### config.mk
export PLATFORM = sky130hd
export DESIGN_NAME = dds_tone_sweep_generator
export DESIGN_NICKNAME = d
export VERILOG_FILES = /design/src/sv/dtsg_pkg.sv /design/src/sv/dtsg_ram.sv /design/src/sv/dds_tone_sweep_generator.sv
export SDC_FILE = /design/constraint.sdc
export NUM_CORES = 1
export LEC_CHECK = 0
export BUFFER_PORTS_ARGS = -buffer_cell sky130_fd_sc_hd__buf_2
export CAP_MARGIN = 0
export CORE_MARGIN = 5
export CORE_UTILIZATION = 55
export DETAILED_ROUTE_END_ITERATION = 8
export PLACE_DENSITY_LB_ADDON = 0.3
export RECOVER_POWER = 100
export SYNTH_ARGS = -nofsm -noshare
export SYNTH_HDL_FRONTEND = slang
export SYNTH_SLANG_ARGS = --single-unit
### constraint.sdc
create_clock -name clk -period 9 [get_ports clk]
set_clock_uncertainty 0.15 [all_clocks]
set_input_delay 1.8 -clock clk [delete_from_list [all_inputs] [get_ports clk]]
set_output_delay 1.8 -clock clk [all_outputs]
set_load 0.01 [all_outputs]
### src/sv/dtsg_pkg.sv
// Package: shared types, constants and the sine table lookup for the tone sweep generator.
`default_nettype none
package dtsg_pkg;

  localparam int PHASE_W          = 32;
  localparam int SAMPLE_W         = 8;
  localparam int TABLE_IDX_W      = 8;
  localparam int TABLE_DEPTH      = 256;
  localparam int SAMPLE_AMPLITUDE = 90;
  localparam int QUARTER          = TABLE_DEPTH / 4;
  localparam int HALF             = TABLE_DEPTH / 2;
  localparam int Q_W              = TABLE_IDX_W - 1;

  localparam int CFG_IDX_W  = 2;
  localparam int CFG_DATA_W = 32;

  localparam logic [CFG_IDX_W-1:0] CFG_START_INC = 2'd0;
  localparam logic [CFG_IDX_W-1:0] CFG_SWEEP     = 2'd1;
  localparam logic [CFG_IDX_W-1:0] CFG_RIGHT_INC = 2'd2;
  localparam logic [CFG_IDX_W-1:0] CFG_STEREO    = 2'd3;

  // state RAM layout: left entry holds {left_step, left_phase}, right entry holds right_phase
  localparam int ST_W     = 2 * PHASE_W;
  localparam int ST_DEPTH = 2;
  localparam logic ST_LEFT  = 1'b0;
  localparam logic ST_RIGHT = 1'b1;

  localparam logic CH_LEFT  = 1'b0;
  localparam logic CH_RIGHT = 1'b1;

  typedef logic [SAMPLE_W-2:0] mag_t;

  typedef struct packed {
    logic signed [SAMPLE_W-1:0] sample;
    logic                       channel;
    logic                       last;
  } res_t;

  localparam mag_t QUARTER_WAVE [QUARTER+1] = '{
    7'd0,  7'd2,  7'd4,  7'd6,  7'd8,  7'd11, 7'd13, 7'd15,
    7'd17, 7'd19, 7'd21, 7'd24, 7'd26, 7'd28, 7'd30, 7'd32,
    7'd34, 7'd36, 7'd38, 7'd40, 7'd42, 7'd44, 7'd46, 7'd48,
    7'd50, 7'd51, 7'd53, 7'd55, 7'd57, 7'd58, 7'd60, 7'd62,
    7'd63, 7'd65, 7'd66, 7'd68, 7'd69, 7'd70, 7'd72, 7'd73,
    7'd74, 7'd76, 7'd77, 7'd78, 7'd79, 7'd80, 7'd81, 7'd82,
    7'd83, 7'd83, 7'd84, 7'd85, 7'd86, 7'd86, 7'd87, 7'd87,
    7'd88, 7'd88, 7'd89, 7'd89, 7'd89, 7'd89, 7'd89, 7'd89,
    mag_t'(SAMPLE_AMPLITUDE)
  };

  function automatic logic signed [SAMPLE_W-1:0] sine_lookup(
      input logic [TABLE_IDX_W-1:0] idx);
    logic [Q_W-1:0]         q;
    logic [TABLE_IDX_W-1:0] mirror;
    mag_t                   mag;
    q      = idx[Q_W-1:0];
    mirror = TABLE_IDX_W'(HALF) - {1'b0, q};
    if (q > Q_W'(QUARTER)) begin
      q = mirror[Q_W-1:0];
    end
    mag = QUARTER_WAVE[q];
    if (idx[TABLE_IDX_W-1]) begin
      sine_lookup = -$signed({1'b0, mag});
    end else begin
      sine_lookup = $signed({1'b0, mag});
    end
  endfunction

endpackage
`default_nettype wire

### src/sv/dtsg_ram.sv
// Generic single-write, single-read RAM with registered read data.
`default_nettype none
module dtsg_ram #(
  parameter int WIDTH = 64,
  parameter int DEPTH = 2
) (
  input  wire logic                     clk,
  input  wire logic                     we,
  input  wire logic [$clog2(DEPTH)-1:0] waddr,
  input  wire logic [WIDTH-1:0]         wdata,
  input  wire logic                     re,
  input  wire logic [$clog2(DEPTH)-1:0] raddr,
  output logic      [WIDTH-1:0]         rdata
);

  logic [WIDTH-1:0] mem [DEPTH];

  always_ff @(posedge clk) begin
    if (we) begin
      mem[waddr] <= wdata;
    end
    if (re) begin
      rdata <= mem[raddr];
    end
  end

endmodule
`default_nettype wire

### src/sv/dds_tone_sweep_generator.sv
// Top level: NCO with linear chirp on the left channel, state held in a small RAM.
// Path to out_*: left via s1, sl and the buffer; right via s1, r1, sr and the buffer.
// No item is taken while the previous one is in s1; later stages do not block new items.
// Results queue in an OUT_DEPTH-entry buffer; items are taken only while room is reserved.
// Reset (rst_n low, synchronous) clears configuration, pipeline and buffer control.
// State RAM entries carry valid bits and read as zero until first written; no clearing pass.
`default_nettype none
module dds_tone_sweep_generator #(
  parameter int OUT_DEPTH = 8
) (
  input  wire logic                                 clk,
  input  wire logic                                 rst_n,
  input  wire logic                                 in_valid,
  output logic                                      in_stall,
  input  wire logic                                 in_start_tone,
  output logic                                      out_valid,
  input  wire logic                                 out_stall,
  output logic signed [dtsg_pkg::SAMPLE_W-1:0]      out_sample,
  output logic                                      out_channel,
  output logic                                      out_last,
  input  wire logic                                 cfg_valid,
  output logic                                      cfg_ready,
  input  wire logic   [dtsg_pkg::CFG_IDX_W-1:0]     cfg_index,
  input  wire logic   [dtsg_pkg::CFG_DATA_W-1:0]    cfg_data
);

  localparam int PTR_W = (OUT_DEPTH > 1) ? $clog2(OUT_DEPTH) : 1;
  localparam int CNT_W = $clog2(OUT_DEPTH + 1);
  localparam int PW    = dtsg_pkg::PHASE_W;
  localparam int IW    = dtsg_pkg::TABLE_IDX_W;

  // configuration
  logic [PW-1:0] start_inc_r, sweep_r, right_inc_r;
  logic          stereo_r;

  assign cfg_ready = 1'b1;

  always_ff @(posedge clk) begin
    if (!rst_n) begin
      start_inc_r <= '0;
      sweep_r     <= '0;
      right_inc_r <= '0;
      stereo_r    <= 1'b0;
    end else if (cfg_valid && cfg_ready) begin
      case (cfg_index)
        dtsg_pkg::CFG_START_INC: start_inc_r <= cfg_data[PW-1:0];
        dtsg_pkg::CFG_SWEEP:     sweep_r     <= cfg_data[PW-1:0];
        dtsg_pkg::CFG_RIGHT_INC: right_inc_r <= cfg_data[PW-1:0];
        dtsg_pkg::CFG_STEREO:    stereo_r    <= cfg_data[0];
        default: ;
      endcase
    end
  end

  // pipeline control and payload
  logic          s1_vld_r, s1_start_r, s1_stereo_r;
  logic          r1_vld_r;
  logic          sl_vld_r, sl_last_r;
  logic [IW-1:0] sl_idx_r;
  logic          sr_vld_r;
  logic [IW-1:0] sr_idx_r;

  // result buffer
  dtsg_pkg::res_t buf_r [OUT_DEPTH];
  logic [PTR_W-1:0] wr_ptr_r, rd_ptr_r;
  logic [CNT_W-1:0] cnt_r, commit_r;
  logic [CNT_W-1:0] cnt_nxt, commit_nxt;

  logic in_acc, pop, push;
  dtsg_pkg::res_t push_res;

  assign in_stall = s1_vld_r || (commit_r > CNT_W'(OUT_DEPTH - 2));
  assign in_acc   = in_valid && !in_stall;
  assign pop      = out_valid && !out_stall;

  // state RAM
  logic                    ram_we, ram_re, ram_waddr, ram_raddr;
  logic [dtsg_pkg::ST_W-1:0] ram_wdata, ram_rdata, st_data;
  logic [dtsg_pkg::ST_DEPTH-1:0] st_vld_r;
  logic                    rd_vld_r;

  dtsg_ram #(
    .WIDTH(dtsg_pkg::ST_W),
    .DEPTH(dtsg_pkg::ST_DEPTH)
  ) u_state_ram (
    .clk  (clk),
    .we   (ram_we),
    .waddr(ram_waddr),
    .wdata(ram_wdata),
    .re   (ram_re),
    .raddr(ram_raddr),
    .rdata(ram_rdata)
  );

  assign st_data = rd_vld_r ? ram_rdata : '0;

  logic [PW-1:0] step0, l_phase, l_step, r_phase;

  always_comb begin
    step0   = s1_start_r ? start_inc_r : st_data[2*PW-1:PW];
    l_phase = st_data[PW-1:0] + step0;
    l_step  = step0 + sweep_r;
    r_phase = st_data[PW-1:0] + right_inc_r;

    ram_re    = 1'b0;
    ram_raddr = dtsg_pkg::ST_LEFT;
    if (in_acc) begin
      ram_re    = 1'b1;
      ram_raddr = dtsg_pkg::ST_LEFT;
    end else if (s1_vld_r && s1_stereo_r) begin
      ram_re    = 1'b1;
      ram_raddr = dtsg_pkg::ST_RIGHT;
    end

    ram_we    = 1'b0;
    ram_waddr = dtsg_pkg::ST_LEFT;
    ram_wdata = {l_step, l_phase};
    if (s1_vld_r) begin
      ram_we    = 1'b1;
      ram_waddr = dtsg_pkg::ST_LEFT;
      ram_wdata = {l_step, l_phase};
    end else if (r1_vld_r) begin
      ram_we    = 1'b1;
      ram_waddr = dtsg_pkg::ST_RIGHT;
      ram_wdata = {{PW{1'b0}}, r_phase};
    end
  end

  always_ff @(posedge clk) begin
    if (!rst_n) begin
      st_vld_r <= '0;
      rd_vld_r <= 1'b0;
    end else begin
      if (ram_we) begin
        st_vld_r[ram_waddr] <= 1'b1;
      end
      if (ram_re) begin
        rd_vld_r <= st_vld_r[ram_raddr];
      end
    end
  end

  always_ff @(posedge clk) begin
    if (!rst_n) begin
      s1_vld_r <= 1'b0;
      r1_vld_r <= 1'b0;
      sl_vld_r <= 1'b0;
      sr_vld_r <= 1'b0;
    end else begin
      s1_vld_r <= in_acc;
      r1_vld_r <= s1_vld_r && s1_stereo_r;
      sl_vld_r <= s1_vld_r;
      sr_vld_r <= r1_vld_r;
    end
  end

  always_ff @(posedge clk) begin
    if (in_acc) begin
      s1_start_r  <= in_start_tone;
      s1_stereo_r <= stereo_r;
    end
    if (s1_vld_r) begin
      sl_idx_r  <= l_phase[PW-1 -: IW];
      sl_last_r <= !s1_stereo_r;
    end
    if (r1_vld_r) begin
      sr_idx_r <= r_phase[PW-1 -: IW];
    end
  end

  // push left or right result into the buffer
  always_comb begin
    push = sl_vld_r || sr_vld_r;
    if (sr_vld_r) begin
      push_res.sample  = dtsg_pkg::sine_lookup(sr_idx_r);
      push_res.channel = dtsg_pkg::CH_RIGHT;
      push_res.last    = 1'b1;
    end else begin
      push_res.sample  = dtsg_pkg::sine_lookup(sl_idx_r);
      push_res.channel = dtsg_pkg::CH_LEFT;
      push_res.last    = sl_last_r;
    end
  end

  always_comb begin
    cnt_nxt    = cnt_r + CNT_W'(push) - CNT_W'(pop);
    commit_nxt = commit_r - CNT_W'(pop);
    if (in_acc) begin
      commit_nxt = commit_nxt + (stereo_r ? CNT_W'(2) : CNT_W'(1));
    end
  end

  always_ff @(posedge clk) begin
    if (!rst_n) begin
      wr_ptr_r <= '0;
      rd_ptr_r <= '0;
      cnt_r    <= '0;
      commit_r <= '0;
    end else begin
      cnt_r    <= cnt_nxt;
      commit_r <= commit_nxt;
      if (push) begin
        wr_ptr_r <= (wr_ptr_r == PTR_W'(OUT_DEPTH - 1)) ? '0 : wr_ptr_r + PTR_W'(1);
      end
      if (pop) begin
        rd_ptr_r <= (rd_ptr_r == PTR_W'(OUT_DEPTH - 1)) ? '0 : rd_ptr_r + PTR_W'(1);
      end
    end
  end

  always_ff @(posedge clk) begin
    if (push) begin
      buf_r[wr_ptr_r] <= push_res;
    end
  end

  assign out_valid   = (cnt_r != '0);
  assign out_sample  = buf_r[rd_ptr_r].sample;
  assign out_channel = buf_r[rd_ptr_r].channel;
  assign out_last    = buf_r[rd_ptr_r].last;

  a_no_overflow: assert property (@(posedge clk) disable iff (!rst_n)
    (push && !pop) |-> (cnt_r != CNT_W'(OUT_DEPTH)))
    else $error("result buffer overflow");

  a_commit_covers: assert property (@(posedge clk) disable iff (!rst_n)
    cnt_r <= commit_r)
    else $error("buffer holds more results than reserved");

  a_one_push: assert property (@(posedge clk) disable iff (!rst_n)
    !(sl_vld_r && sr_vld_r))
    else $error("left and right results collide");

  a_ram_addr: assert property (@(posedge clk) disable iff (!rst_n)
    (ram_we && ram_re) |-> (ram_waddr != ram_raddr))
    else $error("state RAM read and write hit the same entry");

  a_right_follows: assert property (@(posedge clk) disable iff (!rst_n)
    (in_acc && stereo_r) |-> ##3 sr_vld_r)
    else $error("stereo item lost its right result");

endmodule
`default_nettype wire
==> results of run 1 <==
-- path summary, 6_finish.rpt --
kind,cells past startpoint,startpoint,slack [ns],to
min reg2reg,2,start_inc_r[17]$_SDFFE_PN0P_,0.31,start_inc_r[17]$_SDFFE_PN0P_
max reg2reg,13,s1_start_r$_DFFE_PP_,2.27,u_state_ram.mem[0][59]$_DFFE_PP_
max,13,s1_start_r$_DFFE_PP_,2.27,u_state_ram.mem[0][59]$_DFFE_PP_
min,2,start_inc_r[17]$_SDFFE_PN0P_,0.31,start_inc_r[17]$_SDFFE_PN0P_
-- cells by family after synthesis --
kind of cell | share of synthesized area [%]
muxes | 6.93
adders and majority gates | 7.05
AOI/OAI and AO/OA | 16.4
other | 0.0168
xor gates and xnor gates | 3.29
and+or+nand+nor | 13.5
DFF | 49.9
buffers and inverters | 3.00
-- stage by stage --
stage	util (%)	hold WS [ns]	power [uW]	cells	area, um^2
after floorplan	-	0.287	3160	2105	22400
after global placement	57.6	0.294	3420	2600	23100
after detailed placement	57.6	0.300	3460	2600	23100
after CTS	61.0	0.308	5180	2679	24400
after global routing	60.8	0.323	5390	2679	24300
final	60.8	0.306	5150	2679	24300
-- worst max-delay path: stages, from the launching register on --
cell and delay, ns:
edfxtp_1 0.32, clkbuf_1 1.44, nor2b_1 0.86, a22o_1 0.47, ha_1 0.34, a21o_1 0.21, a21o_1 0.18, a21oi_1 0.37
o31ai_1 0.24, a2111oi_0 0.90, o31ai_1 0.38, a21oi_1 0.27, xor2_1 0.16, nor2_1 0.07
-- per-layer routing --
layer | track usage (%) | vias up | wire (um) | part of all wire [%]
li1 | - | 7828 | - | -
met4 | 10.8 | 4 | 2610 | 4.7
met1 | 30.8 | 7949 | 22900 | 41
met3 | 3.53 | 150 | 3080 | 5.5
met5 | 0 | - | 25 | 0.045
met2 | 41.5 | 558 | 27000 | 48
-- final cells by class --
type                       count  share of cell area, %
inverter                      69                   1.09
timing repair buffer          71                   1.43
multi-input combinational   1523                   43.3
sequential                   412                   45.9
clock buffer                  69                   5.36
clock inverter                10                  0.247
tap                          525                   2.70
-- power groups by stage --
| stage | clock network, uW | logic, uW | registers [uW] |
|---|---|---|---|
| after floorplan | 0 | 763 | 2400 |
| after global placement | 0 | 981 | 2440 |
| after detailed placement | 0 | 1010 | 2450 |
| after CTS | 1750 | 1020 | 2410 |
| after global routing | 1830 | 1120 | 2440 |
| final | 1710 | 1010 | 2420 |
-- registers in the layout (all words and copies together) (netlist names), 2 cells and up, named ones only --
signal	count
buf_r	80
cnt_r	4
commit_r	4
rd_ptr_r	3
right_inc_r	32
sl_idx_r	8
sr_idx_r	8
st_vld_r	2
start_inc_r	32
sweep_r	32
u_state_ram.mem	128
u_state_ram.rdata	64
wr_ptr_r	3
-- layout by cell type (no fill, tap or decap), drive strengths merged, types with 14 or more instances in the layout --
cell type / count
o211ai: 15
nand3: 29
mux4: 21
nor2: 108
clkbuf: 93
o21ai: 77
nor3: 43
a21oi: 209
a21o: 57
and2: 42
o31ai: 17
ha: 118
edfxtp: 291
mux2: 82
dfxtp: 121
nand4: 14
nand2: 299
and3: 14
xnor2: 50
buf: 47
xor2: 34
a22o: 34
o21a: 17
inv: 71
mux2i: 15
a31oi: 18
a211oi: 17
nand2b: 21
-- synth_stat cells, types with 17 or more instances --
master and number:
nand2_1 298, edfxtp_1 291, a21oi_1 208, dfxtp_1 121, ha_1 118, nor2_1 107
clkbuf_1 82, mux2_2 81, o21ai_0 69, inv_1 66, a21o_1 57, xnor2_1 50
and2_1 42, nor3_1 40, a22o_1 34, xor2_1 34, nand3_1 29, mux4_2 21
nand2b_1 21, a211oi_1 17, a31oi_1 17, o21a_1 17
==> impl_metrics.py, run 1 <==
metrics = {
    "status": {
        "violations": "max-capacitance violations, max-slew violations",
        "status": "finished with violations",
    },
    "worst_setup_path": {
        "worstSetupPathType": "flip-flop to flip-flop",
        "critPathCaptureType": "flip-flop",
        "worstPathRequired_ns": 9.06,
        "worst_setup_path_start_kind": "flip-flop",
        "crit_arrival_ns": 6.79,
        "timing.critical_path.fanout_max": 35,
    },
    "floorplanning": {
        "die_y_um": 212,
        "die_w_um": 212,
        "core_area_um2": 40000,
        "io_pins": 53,
        "initial_core_util_pct": 55.9,
        "rows": 73,
        "die-area_um2": 44800,
    },
    "drt": {
        "vias": 16500,
        "via_per_inst": 6.15,
        "wl_per_cell_um": 20.7,
        "drc": 0,
        "drt-pass1-iter-count": 5,
        "postRouteAntennaNets": 0,
        "finalWirelength_um": 55600,
        "detail_route.iter0.violations": 1477,
    },
    "global_route": {
        "grt_pass1_vias": 16200,
        "grt-ovfl-total": 0,
        "grt_pass1_wl_um": 86600,
        "antenna_found_initial": 2,
        "groute.usage.overall_pct": 24.3,
        "grt_max_degree": 83,
    },
    "synthesis": {
        "synth_area_leader_cell": "edfxtp_1",
        "synth_edf_count": 291,
        "ys_seq_area_share_pct": 49.9,
        "ys_seq_elements": 412,
        "ys.flop_type": "edfxtp_1",
        "synth_cell_types": 99,
        "syn_area_per_cell_um2": 10.6,
        "async_flop_share_pct": 0,
        "synth_area_um2": 22400,
        "synth_warnings": 0,
        "synth_top_area_share_pct": 39.1,
        "synthCells": 2105,
        "syn-num-nets": 2268,
        "synth_area_leaders": "edfxtp_1 39%, dfxtp_1 11%, ha_1 6.6%",
    },
    "clocking": {
        "postCtsHoldBufs": 0,
        "cts_tree": "done",
        "cts_sinks": 412,
        "path_clk_slew_ns": 0.06,
        "cts_buffer_depth": 3,
        "htree_levels": 2,
        "clk_latency_ns": 0.56,
        "cts_resized": 0,
        "cts_setup_buffers": 0,
        "numCtsBuffers": 43,
        "cts_root_buf": "clkbuf_16",
    },
    "finish": {
        "nFillCells": 3331,
        "multi_input_area_um2": 10500,
        "n_antenna_cell": 0,
        "syn_to_final_growth_pct": 8.72,
        "regArea_um2": 11200,
        "layout.nets": 2283,
        "drive_above_1_share_pct": 11.3,
    },
    "pwr": {
        "switching_share_pct": 28.0,
        "p_leak_uw": 0.00934,
        "comb_power_share_pct": 19.7,
        "clock_power_share_pct": 33.3,
        "switchingPower_uw": 1440,
        "seq_power_share_pct": 47.1,
        "p_int_uw": 3700,
        "ir_drop_mv": 0.205,
        "power.density_nw_per_um2": 212,
    },
    "sta": {
        "final.setup.worst_slack_ns": 2.27,
        "hold_viol": 0,
        "relSlewSlack_pct": -129,
        "setup_viol": 0,
        "worstMarginPinSlew_ns": 3.43,
        "fin_crit_sh_pct": 74.8,
        "fmax_mhz": 149,
        "finalCriticalPeriod_ns": 6.73,
        "tns_ns": 0,
        "rsz0062_at_grt": "false",
        "slew_violations": 519,
    },
    "place": {
        "io_buffer_count": 51,
        "dpl.hpwl_um": 38400,
        "pre_cts_slack_ns": 3.77,
        "place.gp.congestion": 0.927,
    },
    "job": {
        "cap_violations": 11,
    },
    "min_path": {
        "holdCritPathClass": "flip-flop to flip-flop",
    },
}
No activity file was read; power rests on OpenSTA's default activity.
==> run 2: changes to the inputs <==
- clock period: 9 -> 5.5 ns (I/O delays scaled with it)
==> run 2 against run 1 <==
- the flow still finishes with violations (max-capacitance violations, max-slew violations)
- die area unchanged
- flip-flop and latch count unchanged
- hold slack got worse by 0.0010 ns
- first-iteration DRC count fell by 2.4%
- register-to-register slack worse by 1.9 ns
- final cell count grew 0.37%
- design area is 0.24% higher
- wire length increased by 2.9%
- total power up 64%
- sequential share of layout area decreased by 0.11 points
- combinational power rose by 66%
- critical path type unchanged
- largest power group unchanged
- highest routed layer unchanged
==> impl_metrics.py, run 2 (synthesized netlist as in run 1, its figures left out) <==
metrics = {
    "status": {
        "status": "finished with violations",
        "violations": "max-capacitance violations, max-slew violations",
    },
    "worst_setup_path": {
        "startpoint": "rd_vld_r$_SDFFE_PN0P_",
        "cpLargestDelayFamily": "compound AO/OA/AOI/OAI gates",
        "ff2ff_setup_slack_ns": 0.35,
        "cpMostUsedCell": "a21o_1",
        "path_buf_inv": 1,
        "critPathCapture": "u_state_ram.mem[0][28]$_DFFE_PP_",
        "timing.critical_path.fanout_max": 28,
        "rr_startpoint": "rd_vld_r$_SDFFE_PN0P_",
        "critical_path.max_stage_delay_ns": 1.13,
        "critical_path_depth": 12,
        "reg2reg_to": "u_state_ram.mem[0][28]$_DFFE_PP_",
        "crit_arrival_ns": 5.31,
        "worst_setup_path_start_kind": "flip-flop",
        "crit_path_top_delay_cell": "clkbuf_1",
        "worstPathRequired_ns": 5.66,
        "worstSetupPathType": "flip-flop to flip-flop",
        "ff2ff_path_depth": 12,
        "critPathCaptureType": "flip-flop",
        "cp_cell_sequence": "clkbuf_1 > and2_1 > ha_1 > a21o_1 > a21o_1 > or3b_1 > a31oi_2 > a211oi_1 > o31ai_1 > a21oi_1 > and3_1 > o32a_1",
    },
    "pwr": {
        "ir_drop_mv": 0.265,
        "finalPower_uw": 8430,
        "p_leak_uw": 0.00936,
        "power.density_nw_per_um2": 346,
    },
    "floorplanning": {
        "core_area_um2": 40000,
        "io_pins": 53,
        "rows": 73,
        "die_w_um": 212,
        "initial_core_util_pct": 55.9,
        "die-area_um2": 44800,
        "die_y_um": 212,
    },
    "clocking": {
        "cts_tree": "done",
        "postCtsHoldBufs": 0,
        "cts_setup_buffers": 0,
        "cts_resized": 0,
        "clk_latency_ns": 0.57,
        "numCtsBuffers": 42,
        "htree_levels": 2,
        "cts_root_buf": "clkbuf_16",
        "cts_sinks": 412,
        "cts_buffer_depth": 3,
        "path_clk_slew_ns": 0.06,
    },
    "sta": {
        "setup_viol": 0,
        "relSlewSlack_pct": -101,
        "fin_crit_sh_pct": 93.6,
        "hold_slack_ns": 0.305,
        "fmax_mhz": 194,
        "slew_violations": 362,
        "tns_ns": 0,
        "hold_viol": 0,
        "finalCriticalPeriod_ns": 5.15,
        "worstMarginPinSlew_ns": 3.01,
        "rsz0062_at_grt": "false",
    },
    "finish": {
        "final_common_cell": "nand2_1",
        "final_util_pct": 60.9,
        "final_cell_mix": "296 x nand2_1, 291 x edfxtp_1, 208 x a21oi_1, 121 x dfxtp_1, 118 x ha_1",
        "layout.nets": 2293,
        "syn_to_final_growth_pct": 8.98,
        "largest_register_ffs": 128,
        "reg_top3": "u_state_ram.mem x128, buf_r x80, u_state_ram.rdata x64",
        "top_register": "u_state_ram.mem",
        "drive_above_1_share_pct": 11.8,
        "nFillCells": 3237,
    },
    "drt": {
        "drc": 0,
        "postRouteAntennaNets": 0,
        "wl_per_cell_um": 21.3,
        "finalWirelength_um": 57200,
        "drt-pass1-iter-count": 6,
        "via_per_inst": 6.23,
        "detail_route.iter0.violations": 1441,
        "vias": 16800,
    },
    "job": {
        "cap_violations": 8,
    },
    "global_route": {
        "grt-ovfl-total": 0,
        "grt_pass1_wl_um": 89400,
        "antenna_found_initial": 3,
        "grt_max_degree": 67,
        "groute.usage.overall_pct": 25.0,
        "grt_pass1_vias": 16400,
    },
    "min_path": {
        "holdCritPathClass": "flip-flop to flip-flop",
    },
    "place": {
        "io_buffer_count": 51,
        "place.gp.congestion": 0.933,
        "dpl.hpwl_um": 38800,
    },
}
[run 2: layer usage]
layer  wire length, um  part of all wire (%)  GRT usage [%]  up-vias
met2             28300                    50           43.5      616
met1             23600                    41           32.7     8201
li1                  -                     -              -     7827
met3              3450                   6.0           3.30      116
met5                13                 0.023              0        -
met4              1770                   3.1           8.24        2
[run 2: how the worst min path moves through the flow]
stage               cells past startpoint                          end                         from
global placement                        2  start_inc_r[6]$_SDFFE_PN0P_  start_inc_r[6]$_SDFFE_PN0P_
floorplan                               2  start_inc_r[0]$_SDFFE_PN0P_  start_inc_r[0]$_SDFFE_PN0P_
detailed placement                      2  start_inc_r[9]$_SDFFE_PN0P_  start_inc_r[9]$_SDFFE_PN0P_
finish                                  2  start_inc_r[9]$_SDFFE_PN0P_  start_inc_r[9]$_SDFFE_PN0P_
global route                            2  start_inc_r[9]$_SDFFE_PN0P_  start_inc_r[9]$_SDFFE_PN0P_
CTS                                     2  start_inc_r[9]$_SDFFE_PN0P_  start_inc_r[9]$_SDFFE_PN0P_
[run 2: power breakdown]
| group | switching (uW) | internal [uW] | total [uW] |
|---|---|---|---|
| combinational | 1040 | 643 | 1680 |
| sequential | 166 | 3790 | 3960 |
| clock | 1190 | 1610 | 2800 |
| total | 2390 | 6040 | 8430 |
[run 2: stage by stage]
| step | std cells | setup slack (ns) | area [um^2] |
|---|---|---|---|
| final | 2689 | 0.349 | 24400 |
| after CTS | 2686 | 0.484 | 24500 |
| after global placement | 2611 | 0.823 | 23100 |
| after detailed placement | 2611 | 0.500 | 23100 |
| after global routing | 2688 | 0.0514 | 24400 |
| after floorplan | 2105 | 1.28 | 22400 |
[run 2: final cells by class]
cell class | instances | area [um^2] | area share, %
sequential | 412 | 11200 | 45.8
multi-input combinational | 1523 | 10500 | 43.3
clock buffer | 57 | 1190 | 4.88
tap | 525 | 657 | 2.69
timing repair buffer | 82 | 403 | 1.65
inverter | 69 | 264 | 1.08
clock inverter | 18 | 149 | 0.611
antenna | 3 | 7.51 | 0.0308
[run 2: worst register-to-register path, stage by stage, from the launching register on]
cell and delay (ns):
dfxtp_1 0.46, clkbuf_1 1.13, and2_1 0.31, ha_1 0.25, a21o_1 0.15, a21o_1 0.17, or3b_1 0.41, a31oi_2 0.27
a211oi_1 0.22, o31ai_1 0.63, a21oi_1 0.19, and3_1 0.21, o32a_1 0.35
